==> src/sv/uart_two_byte_pattern_detector_macros.svh <==
// ---------------------------------------------------------------------------
// uart two-byte pattern detector assertion macros
// shared property shorthands, all clocked on clk and disabled in reset
// ---------------------------------------------------------------------------
`ifndef UART_TWO_BYTE_PATTERN_DETECTOR_MACROS_SVH
`define UART_TWO_BYTE_PATTERN_DETECTOR_MACROS_SVH

// same-cycle implication
`define UART2P_ASSERT_IMP(label, ante, cons) \
    label: assert property (@(posedge clk) disable iff (!rst_n) (ante) |-> (cons)) \
        else $error("uart2p same-cycle check failed");

// next-cycle implication
`define UART2P_ASSERT_NEXT(label, ante, cons) \
    label: assert property (@(posedge clk) disable iff (!rst_n) (ante) |=> (cons)) \
        else $error("uart2p next-cycle check failed");

`endif

==> src/sv/uart2p_pkg.sv <==
// ---------------------------------------------------------------------------
// uart2p_pkg
// shared types and constants of the uart two-byte pattern detector
// ---------------------------------------------------------------------------
package uart2p_pkg;

    // receiver phases
    typedef enum logic [2:0] {
        PH_IDLE  = 3'd0,
        PH_HUNT  = 3'd1,
        PH_DATA1 = 3'd2,
        PH_STOP1 = 3'd3,
        PH_WAIT2 = 3'd4,
        PH_DATA2 = 3'd5,
        PH_STOP2 = 3'd6
    } phase_t;

    // search status codes
    localparam logic [1:0] STATUS_BUSY    = 2'd0;
    localparam logic [1:0] STATUS_MATCH   = 2'd1;
    localparam logic [1:0] STATUS_TIMEOUT = 2'd2;

    // register indexes
    localparam logic [1:0] REG_BIT_TICKS       = 2'd0;
    localparam logic [1:0] REG_EXPECTED_FIRST  = 2'd1;
    localparam logic [1:0] REG_EXPECTED_SECOND = 2'd2;
    localparam logic [1:0] REG_TIMEOUT_TICKS   = 2'd3;

    // register reset values
    localparam logic [15:0] BIT_TICKS_RST       = 16'd104;
    localparam logic [7:0]  EXPECTED_FIRST_RST  = 8'd84;
    localparam logic [7:0]  EXPECTED_SECOND_RST = 8'd88;
    localparam logic [23:0] TIMEOUT_TICKS_RST   = 24'd300000;

    // frame constants
    localparam logic [3:0]  DATA_BITS  = 4'd8;
    localparam logic [3:0]  WAIT_BITS  = 4'd3;
    localparam logic [23:0] SEARCH_MAX = 24'hFFFFFF;

    typedef struct packed {
        logic [15:0] bit_ticks;
        logic [7:0]  expected_first;
        logic [7:0]  expected_second;
        logic [23:0] timeout_ticks;
    } cfg_t;

    typedef struct packed {
        logic [1:0] search_status;
        logic [7:0] last_first_byte;
        logic [7:0] last_second_byte;
    } result_t;

endpackage

==> src/sv/uart2p_cfg.sv <==
// ---------------------------------------------------------------------------
// uart2p_cfg
// configuration register file, written one register per transaction
// ---------------------------------------------------------------------------
module uart2p_cfg
(
    input  logic              clk,
    input  logic              rst_n,
    input  logic              cfg_valid,
    output logic              cfg_ready,
    input  logic [1:0]        cfg_index,
    input  logic [23:0]       cfg_data,
    output uart2p_pkg::cfg_t  cfg
);

    uart2p_pkg::cfg_t cfg_reg;
    uart2p_pkg::cfg_t cfg_next;

    // writes are always taken
    assign cfg_ready = 1'b1;
    assign cfg       = cfg_reg;

    // register decode
    always_comb
    begin
        cfg_next = cfg_reg;
        if (cfg_valid)
        begin
            unique case (cfg_index)
                uart2p_pkg::REG_BIT_TICKS:       cfg_next.bit_ticks       = cfg_data[15:0];
                uart2p_pkg::REG_EXPECTED_FIRST:  cfg_next.expected_first  = cfg_data[7:0];
                uart2p_pkg::REG_EXPECTED_SECOND: cfg_next.expected_second = cfg_data[7:0];
                uart2p_pkg::REG_TIMEOUT_TICKS:   cfg_next.timeout_ticks   = cfg_data;
                default:                         cfg_next = cfg_reg;
            endcase
        end
    end

    always_ff @(posedge clk or negedge rst_n)
    begin
        if (!rst_n)
        begin
            cfg_reg.bit_ticks       <= uart2p_pkg::BIT_TICKS_RST;
            cfg_reg.expected_first  <= uart2p_pkg::EXPECTED_FIRST_RST;
            cfg_reg.expected_second <= uart2p_pkg::EXPECTED_SECOND_RST;
            cfg_reg.timeout_ticks   <= uart2p_pkg::TIMEOUT_TICKS_RST;
        end
        else
        begin
            cfg_reg <= cfg_next;
        end
    end

endmodule

==> src/sv/uart2p_core.sv <==
// ---------------------------------------------------------------------------
// uart2p_core
// receiver state machine, bit timing, byte assembly and pattern compare
// ---------------------------------------------------------------------------
module uart2p_core
(
    input  logic                 clk,
    input  logic                 rst_n,
    input  logic                 adv,
    input  logic                 line_level,
    input  logic                 begin_search,
    input  uart2p_pkg::cfg_t     cfg,
    output uart2p_pkg::result_t  result
);

    uart2p_pkg::phase_t phase_reg;
    uart2p_pkg::phase_t phase_next;
    logic [16:0] bit_timer_reg;
    logic [16:0] bit_timer_next;
    logic [3:0]  bit_index_reg;
    logic [3:0]  bit_index_next;
    logic [7:0]  shift_byte_reg;
    logic [7:0]  shift_byte_next;
    logic [7:0]  held_first_reg;
    logic [7:0]  held_first_next;
    logic [7:0]  held_second_reg;
    logic [7:0]  held_second_next;
    logic [23:0] search_timer_reg;
    logic [23:0] search_timer_next;
    logic [1:0]  status;

    logic [15:0] one_bit;
    logic [16:0] frame_timer;
    logic [16:0] timer_dec;
    logic [23:0] search_inc;
    logic [3:0]  index_inc;
    logic [7:0]  shift_in;

    // shared arithmetic
    assign one_bit     = (cfg.bit_ticks == 16'd0) ? 16'd1 : cfg.bit_ticks;
    assign frame_timer = {1'b0, one_bit} + {2'b00, one_bit[15:1]};
    assign timer_dec   = (bit_timer_reg != 17'd0) ? (bit_timer_reg - 17'd1) : 17'd0;
    assign search_inc  = (search_timer_reg != uart2p_pkg::SEARCH_MAX)
                       ? (search_timer_reg + 24'd1) : search_timer_reg;
    assign index_inc   = bit_index_reg + 4'd1;
    assign shift_in    = shift_byte_reg | (8'(line_level) << bit_index_reg[2:0]);

    // next state and status
    always_comb
    begin
        phase_next        = phase_reg;
        bit_timer_next    = bit_timer_reg;
        bit_index_next    = bit_index_reg;
        shift_byte_next   = shift_byte_reg;
        held_first_next   = held_first_reg;
        held_second_next  = held_second_reg;
        search_timer_next = search_timer_reg;
        status            = uart2p_pkg::STATUS_BUSY;

        if (begin_search)
        begin
            phase_next        = uart2p_pkg::PH_HUNT;
            search_timer_next = 24'd0;
            bit_timer_next    = 17'd0;
            bit_index_next    = 4'd0;
            shift_byte_next   = 8'd0;
        end
        else if (phase_reg != uart2p_pkg::PH_IDLE)
        begin
            search_timer_next = search_inc;
            unique case (phase_reg)
                uart2p_pkg::PH_HUNT:
                begin
                    if (search_inc >= cfg.timeout_ticks)
                    begin
                        status     = uart2p_pkg::STATUS_TIMEOUT;
                        phase_next = uart2p_pkg::PH_IDLE;
                    end
                    else if (!line_level)
                    begin
                        phase_next      = uart2p_pkg::PH_DATA1;
                        bit_timer_next  = frame_timer;
                        bit_index_next  = 4'd0;
                        shift_byte_next = 8'd0;
                    end
                end
                uart2p_pkg::PH_DATA1,
                uart2p_pkg::PH_DATA2:
                begin
                    if (timer_dec != 17'd0)
                    begin
                        bit_timer_next = timer_dec;
                    end
                    else
                    begin
                        shift_byte_next = shift_in;
                        bit_index_next  = index_inc;
                        bit_timer_next  = {1'b0, one_bit};
                        if (index_inc >= uart2p_pkg::DATA_BITS)
                        begin
                            if (phase_reg == uart2p_pkg::PH_DATA1)
                            begin
                                held_first_next = shift_in;
                                phase_next      = uart2p_pkg::PH_STOP1;
                            end
                            else
                            begin
                                held_second_next = shift_in;
                                phase_next       = uart2p_pkg::PH_STOP2;
                            end
                        end
                    end
                end
                uart2p_pkg::PH_STOP1:
                begin
                    bit_timer_next = timer_dec;
                    if (timer_dec == 17'd0)
                    begin
                        phase_next     = uart2p_pkg::PH_WAIT2;
                        bit_timer_next = {1'b0, one_bit};
                        bit_index_next = 4'd0;
                    end
                end
                uart2p_pkg::PH_WAIT2:
                begin
                    if (!line_level)
                    begin
                        phase_next      = uart2p_pkg::PH_DATA2;
                        bit_timer_next  = frame_timer;
                        bit_index_next  = 4'd0;
                        shift_byte_next = 8'd0;
                    end
                    else
                    begin
                        bit_timer_next = timer_dec;
                        if (timer_dec == 17'd0)
                        begin
                            bit_index_next = index_inc;
                            if (index_inc >= uart2p_pkg::WAIT_BITS)
                            begin
                                phase_next     = uart2p_pkg::PH_HUNT;
                                bit_index_next = 4'd0;
                            end
                            else
                            begin
                                bit_timer_next = {1'b0, one_bit};
                            end
                        end
                    end
                end
                uart2p_pkg::PH_STOP2:
                begin
                    bit_timer_next = timer_dec;
                    if (timer_dec == 17'd0)
                    begin
                        bit_index_next = 4'd0;
                        if (held_first_reg == cfg.expected_first &&
                            held_second_reg == cfg.expected_second)
                        begin
                            status     = uart2p_pkg::STATUS_MATCH;
                            phase_next = uart2p_pkg::PH_IDLE;
                        end
                        else
                        begin
                            phase_next = uart2p_pkg::PH_HUNT;
                        end
                    end
                end
                default:
                begin
                    phase_next = uart2p_pkg::PH_IDLE;
                end
            endcase
        end
    end

    // result of this transaction, taken by the output register
    assign result.search_status    = status;
    assign result.last_first_byte  = held_first_next;
    assign result.last_second_byte = held_second_next;

    // state machine register
    always_ff @(posedge clk or negedge rst_n)
    begin
        if (!rst_n)
        begin
            phase_reg <= uart2p_pkg::PH_IDLE;
        end
        else if (adv)
        begin
            phase_reg <= phase_next;
        end
    end

    // datapath state
    always_ff @(posedge clk or negedge rst_n)
    begin
        if (!rst_n)
        begin
            bit_timer_reg    <= 17'd0;
            bit_index_reg    <= 4'd0;
            shift_byte_reg   <= 8'd0;
            held_first_reg   <= 8'd0;
            held_second_reg  <= 8'd0;
            search_timer_reg <= 24'd0;
        end
        else if (adv)
        begin
            bit_timer_reg    <= bit_timer_next;
            bit_index_reg    <= bit_index_next;
            shift_byte_reg   <= shift_byte_next;
            held_first_reg   <= held_first_next;
            held_second_reg  <= held_second_next;
            search_timer_reg <= search_timer_next;
        end
    end

endmodule

==> src/sv/uart2p_out_stage.sv <==
// ---------------------------------------------------------------------------
// uart2p_out_stage
// result register with valid/stall handshake toward the consumer
// ---------------------------------------------------------------------------
module uart2p_out_stage
(
    input  logic                 clk,
    input  logic                 rst_n,
    input  logic                 load,
    input  uart2p_pkg::result_t  result,
    output logic                 busy,
    output logic                 out_valid,
    input  logic                 out_stall,
    output uart2p_pkg::result_t  out_result
);

    logic                valid_reg;
    logic                valid_next;
    uart2p_pkg::result_t data_reg;

    // register is blocked only while a result waits on a stalled consumer
    assign busy       = valid_reg && out_stall;
    assign valid_next = load || busy;
    assign out_valid  = valid_reg;
    assign out_result = data_reg;

    always_ff @(posedge clk or negedge rst_n)
    begin
        if (!rst_n)
        begin
            valid_reg <= 1'b0;
        end
        else
        begin
            valid_reg <= valid_next;
        end
    end

    // payload needs no reset
    always_ff @(posedge clk)
    begin
        if (load)
        begin
            data_reg <= result;
        end
    end

endmodule

==> src/sv/uart_two_byte_pattern_detector.sv <==
// ---------------------------------------------------------------------------
// uart two-byte pattern detector
// result: registered, valid in the cycle after its line sample is accepted
// throughput: one sample per cycle; input stalls only while a result is stalled
// reset: asynchronous, clears phase, timers, held bytes and registers to defaults
// ---------------------------------------------------------------------------
`include "uart_two_byte_pattern_detector_macros.svh"

module uart_two_byte_pattern_detector
(
    input  logic        clk,
    input  logic        rst_n,
    // line sample channel
    input  logic        in_valid,
    output logic        in_stall,
    input  logic        line_level,
    input  logic        begin_search,
    // result channel
    output logic        out_valid,
    input  logic        out_stall,
    output logic [1:0]  search_status,
    output logic [7:0]  last_first_byte,
    output logic [7:0]  last_second_byte,
    // configuration write channel
    input  logic        cfg_valid,
    output logic        cfg_ready,
    input  logic [1:0]  cfg_index,
    input  logic [23:0] cfg_data
);

    uart2p_pkg::cfg_t    cfg;
    uart2p_pkg::result_t result;
    uart2p_pkg::result_t out_result;
    logic                in_accept;
    logic                out_accept;
    logic                out_busy;

    // handshake
    assign in_stall   = out_busy;
    assign in_accept  = in_valid && !out_busy;
    assign out_accept = out_valid && !out_stall;

    uart2p_cfg u_cfg
    (
        .clk       (clk),
        .rst_n     (rst_n),
        .cfg_valid (cfg_valid),
        .cfg_ready (cfg_ready),
        .cfg_index (cfg_index),
        .cfg_data  (cfg_data),
        .cfg       (cfg)
    );

    uart2p_core u_core
    (
        .clk          (clk),
        .rst_n        (rst_n),
        .adv          (in_accept),
        .line_level   (line_level),
        .begin_search (begin_search),
        .cfg          (cfg),
        .result       (result)
    );

    uart2p_out_stage u_out
    (
        .clk        (clk),
        .rst_n      (rst_n),
        .load       (in_accept),
        .result     (result),
        .busy       (out_busy),
        .out_valid  (out_valid),
        .out_stall  (out_stall),
        .out_result (out_result)
    );

    assign search_status    = out_result.search_status;
    assign last_first_byte  = out_result.last_first_byte;
    assign last_second_byte = out_result.last_second_byte;

    // every accepted sample yields a result next cycle
    `UART2P_ASSERT_NEXT(a_accept_gives_result, in_accept, out_valid)
    // arming a search always reports busy
    `UART2P_ASSERT_NEXT(a_arm_reports_busy, in_accept && begin_search,
                        search_status == uart2p_pkg::STATUS_BUSY)
    // a drained result with nothing new behind it leaves the register empty
    `UART2P_ASSERT_NEXT(a_drain_empties, out_accept && !in_accept, !out_valid)

endmodule

==> config.mk <==
export PLATFORM = sky130hd
export DESIGN_NAME = uart_two_byte_pattern_detector
export DESIGN_NICKNAME = d
export VERILOG_FILES = /design/src/sv/uart2p_pkg.sv /design/src/sv/uart2p_cfg.sv /design/src/sv/uart2p_core.sv /design/src/sv/uart2p_out_stage.sv /design/src/sv/uart_two_byte_pattern_detector.sv
export VERILOG_INCLUDE_DIRS = /design/src /design/src/sv
export SDC_FILE = /design/constraint.sdc
export NUM_CORES = 1
export LEC_CHECK = 0
export ABC_AREA = 1
export BUFFER_PORTS_ARGS = -buffer_cell sky130_fd_sc_hd__clkbuf_2
export CAP_MARGIN = 15
export CORE_MARGIN = 4
export CORE_UTILIZATION = 50
export DETAILED_ROUTE_END_ITERATION = 8
export HOLD_SLACK_MARGIN = 0.12
export PLACE_DENSITY = 0.69
export SKIP_CTS_REPAIR_TIMING = 1
export SLEW_MARGIN = 15
export SYNTH_ARGS = -nofsm -noshare
export SYNTH_HDL_FRONTEND = slang
export SYNTH_SLANG_ARGS = --single-unit
==> constraint.sdc <==
create_clock -name clk -period 4 [get_ports clk]
set_input_delay 0.4 -clock clk [delete_from_list [all_inputs] [get_ports clk]]
set_output_delay 0.4 -clock clk [all_outputs]
set_load 0.005 [all_outputs]
==> results_tabular.tex <==
\begin{tabular}{lr}
\hline
Metric & Value \\
\hline
\multicolumn{2}{l}{\textbf{Worst setup path}} \\
\quad Required @ worst endpoint & 4.31 ns \\
\quad Maximum fanout along the worst path & 4 \\
\quad Critical Path End Type & flip-flop \\
\quad Critical path class & flip-flop to flip-flop \\
\quad Startpoint type of the worst setup path & flip-flop \\
\quad Data arrival time of the worst path & 4.05 ns \\
\multicolumn{2}{l}{\textbf{Routing}} \\
\quad Iteration-0 DRC count of the detailed router & 906 \\
\quad Remaining antenna violation count & 0 \\
\quad Total Routed Length & 25.2 mm \\
\quad Via Count & 9210 \\
\quad Via count normalized by instance count & 5.24 \\
\quad Total DRC errors in the routed layout & 0 \\
\quad First-pass DRT Iterations & 7 \\
\quad Routed length per placed instance & 14.3 um \\
\multicolumn{2}{l}{\textbf{Global route}} \\
\quad Overall track demand over capacity in global routing & 23.4\% \\
\quad Wire length of the first global-routing pass & 42.4 mm \\
\quad Initial antenna violation count & 0 \\
\quad Pin count of the biggest net entering global routing & 70 \\
\quad Vias in the first global route & 8627 \\
\quad Congestion Overflow GR & 0 \\
\multicolumn{2}{l}{\textbf{Placed design}} \\
\quad Dpl hpwl & 18.8 mm \\
\quad IO Port Bufs & 52 \\
\quad RePlAce Congestion & 0.911 \\
\quad Worst slack, placed & -0.0511 ns \\
\quad Total placed instance area & 10600 um\^{}2 \\
\multicolumn{2}{l}{\textbf{Yosys}} \\
\quad Count of mapped cells out of synthesis & 1422 \\
\quad Asr flop ratio synth & 87.8\% \\
\quad Area of the mapped netlist & 10000 um\^{}2 \\
\quad Unique cell type count in the Yosys netlist & 49 \\
\quad Biggest area contributors in the synthesized netlist & sky130\_fd\_sc\_hd\_\_dfrtp\_1 (28\%), sky130\_fd\_sc\_hd\_\_nand2\_1 (15\%), sky130\_fd\_sc\_hd\_\_inv\_1 (8.5\%) \\
\quad Average instance area after synthesis & 7.07 um\^{}2 \\
\quad Post-synth EDFFs & 18 \\
\quad Number of nets in the synthesized netlist & 1506 \\
\quad Synthesis warning total & 0 \\
\quad Sequential share of the synthesized area & 37.7\% \\
\quad Most frequently used flop master after synthesis & sky130\_fd\_sc\_hd\_\_dfrtp\_1 \\
\quad Biggest area consumer among synthesized cells & sky130\_fd\_sc\_hd\_\_dfrtp\_1 \\
\quad Synthesized flop and latch total & 147 \\
\quad Area fraction of the dominant cell type after synthesis & 27.9\% \\
\multicolumn{2}{l}{\textbf{Clock network}} \\
\quad Bufs on Longest Clock Path & 2 \\
\quad Source-to-sink clock delay at the later pin of the worst-skew pair & 0.43 ns \\
\quad CTS Buf Count & 17 \\
\quad Clock root buffer master & sky130\_fd\_sc\_hd\_\_clkbuf\_16 \\
\quad Clock tree from TritonCTS & yes \\
\quad TritonCTS sink count & 147 \\
\quad Depth of the CTS H-tree & 4 \\
\quad Clock slew at reported path FFs & 0.07 ns \\
\multicolumn{2}{l}{\textbf{STA}} \\
\quad Normalized max-slew margin & 33.4\% \\
\quad Worst clock skew & 0.00972 ns \\
\quad Final count of negative-setup-slack endpoints & 0 \\
\quad Final period utilization & 93.4\% \\
\quad F\_max & 268 MHz \\
\quad Hold Violations, Final & 0 \\
\quad Worst setup slack after layout & 0.263 ns \\
\quad Final Max Slew Viols & 0 \\
\quad Period minus WS final & 3.74 ns \\
\quad Slew at the pin closest to its max-slew limit & 0.996 ns \\
\multicolumn{2}{l}{\textbf{Finish}} \\
\quad Number of nets in the final layout & 1563 \\
\quad Util after Layout & 58.2\% \\
\quad Fill cell instance count of the final layout & 1886 \\
\quad Number of diodes added for antenna fixing & 0 \\
\quad Fraction of final layout cells sized beyond drive strength 1 & 12.5\% \\
\quad Flip-flop count of the largest register after layout & 56 \\
\quad Layout Area Growth over Synthesis & 13.5\% \\
\quad Summed area of non-filler cells in the final layout & 11400 um\^{}2 \\
\multicolumn{2}{l}{\textbf{Power}} \\
\quad P\_leak & 0.00609 uW \\
\quad Power per Cell Area & 598 nW/um\^{}2 \\
\quad VDD IR max & 0.339 mV \\
\multicolumn{2}{l}{\textbf{Flow run}} \\
\quad Max-cap viol count & 0 \\
\multicolumn{2}{l}{\textbf{Floorplan}} \\
\quad Placeable Area & 19600 um\^{}2 \\
\quad Floorplan die height & 150 um \\
\quad Initial cell density of the core & 51.3\% \\
\quad Die area & 22400 um\^{}2 \\
\quad Ports & 54 \\
\quad Std cell rows & 51 \\
\quad Die W & 150 um \\
\multicolumn{2}{l}{\textbf{Hold path}} \\
\quad Path type of the worst min-delay path & primary input to flip-flop \\
\multicolumn{2}{l}{\textbf{Outcome}} \\
\quad Run status & complete, no violations \\
\hline
\end{tabular}
==> final cells by class <==
cell class                      instances  area [um^2]  share of cell area, %
Inverter                              232          876                   7.68
Multi-Input combinational cell       1003         5340                   46.8
Tap cell                              265          332                   2.91
Sequential cell                       147         3790                   33.2
Clock buffer                           18          429                   3.76
Clock inverter                         14          175                   1.54
Timing Repair Buffer                   78          468                   4.10
==> cell usage in the layout, fill, tap and decap left out, types with 7 or more instances in the layout <==
cell type	count
sky130_fd_sc_hd__xor2_1	35
sky130_fd_sc_hd__inv_1	225
sky130_fd_sc_hd__nor2_1	93
sky130_fd_sc_hd__nand2_1	390
sky130_fd_sc_hd__nor2_2	7
sky130_fd_sc_hd__buf_4	24
sky130_fd_sc_hd__nand3_1	95
sky130_fd_sc_hd__nand3_2	8
sky130_fd_sc_hd__clkbuf_2	51
sky130_fd_sc_hd__clkbuf_16	17
sky130_fd_sc_hd__dfrtp_1	111
sky130_fd_sc_hd__nor3_1	12
sky130_fd_sc_hd__nand4_1	23
sky130_fd_sc_hd__ha_1	49
sky130_fd_sc_hd__nor4_1	9
sky130_fd_sc_hd__edfxtp_1	18
sky130_fd_sc_hd__o21ai_0	120
sky130_fd_sc_hd__dfstp_2	17
sky130_fd_sc_hd__a21oi_1	53
sky130_fd_sc_hd__o21ai_1	32
sky130_fd_sc_hd__nand2_2	14
==> critical path: stages (launching register included) <==
cell                       delay (ns)
sky130_fd_sc_hd__dfrtp_1         0.44
sky130_fd_sc_hd__ha_4            0.19
sky130_fd_sc_hd__nand2_4         0.07
sky130_fd_sc_hd__nor3_4          0.23
sky130_fd_sc_hd__buf_4           0.15
sky130_fd_sc_hd__nand4_1         0.07
sky130_fd_sc_hd__nor2_1          0.11
sky130_fd_sc_hd__nand2_1         0.09
sky130_fd_sc_hd__nor2_2          0.17
sky130_fd_sc_hd__nand3_2         0.14
sky130_fd_sc_hd__nor2_4          0.15
sky130_fd_sc_hd__xor2_2          0.17
sky130_fd_sc_hd__ha_1            0.27
sky130_fd_sc_hd__nand4_1         0.14
sky130_fd_sc_hd__inv_1           0.06
sky130_fd_sc_hd__a21oi_1         0.18
sky130_fd_sc_hd__nand4_1         0.10
sky130_fd_sc_hd__buf_4           0.17
sky130_fd_sc_hd__buf_4           0.14
sky130_fd_sc_hd__o211ai_1        0.33
sky130_fd_sc_hd__nor2_1          0.12
sky130_fd_sc_hd__nand2_1         0.08
sky130_fd_sc_hd__nand2_1         0.05
==> through the flow <==
stage | power (uW) | setup TNS, ns | hold slack [ns] | cells
floorplan | 4350 | 0 | 0.104 | 1422
global placement | 5060 | 0 | 0.444 | 1719
detailed placement | 5110 | -0.0980 | 0.442 | 1719
CTS | 6790 | -0.320 | -0.0177 | 1751
global route | 7410 | -0.238 | 0.193 | 1757
finish | 6830 | 0 | 0.187 | 1757
==> power breakdown <==
| group | internal (uW) | total, uW | switching [uW] |
|---|---|---|---|
| sequential | 1800 | 2050 | 242 |
| combinational | 1010 | 3120 | 2110 |
| clock | 991 | 1660 | 673 |
| total | 3800 | 6830 | 3020 |
==> cell families after synthesis <==
kind of cell	after synthesis	synth area share (%)
other cells	1	0.0373
compound gates	231	12.1
flops	147	37.7
fa+ha+maj	51	6.42
buf+inv	272	10.5
simple gates	677	29.5
xor+xnor	43	3.75
==> routing by layer <==
layer  up-vias  GRT usage (%)  share of wire, %
met5         -              0                 0
met4         0           5.90               1.5
met3        29           3.63               5.1
met2       238           36.7                46
met1      4278           34.0                47
li1       4665              -                 -
==> path summary, 6_finish.rpt <==
| path | from | end | slack [ns] | cells past startpoint |
|---|---|---|---|---|
| setup / recovery | u_core.search_timer_reg[0] | u_core.phase_reg[2] | 0.26 | 22 |
| hold / removal | in_valid | u_out.out_valid | 0.19 | 3 |
| setup reg to reg | u_core.search_timer_reg[0] | u_core.phase_reg[2] | 0.26 | 22 |
| hold reg to reg | u_cfg.cfg[2] | u_cfg.cfg[2] | 0.49 | 2 |
| max in group asynchronous | rst_n | u_cfg.cfg[8] | 2.53 | 3 |
| min in group asynchronous | rst_n | u_core.shift_byte_reg[5] | 0.54 | 2 |
==> Yosys cell counts (all sizes together), types with 11 or more instances <==
library cell    n
clkbuf         29
ha             50
xor2           37
dfstp          17
o21ai         152
edfxtp         18
nand2         407
buf            11
nor3           20
a21oi          53
inv           231
nand3         104
dfrtp         112
nor2          106
nand4          24
(Power assumes the default switching activity.)
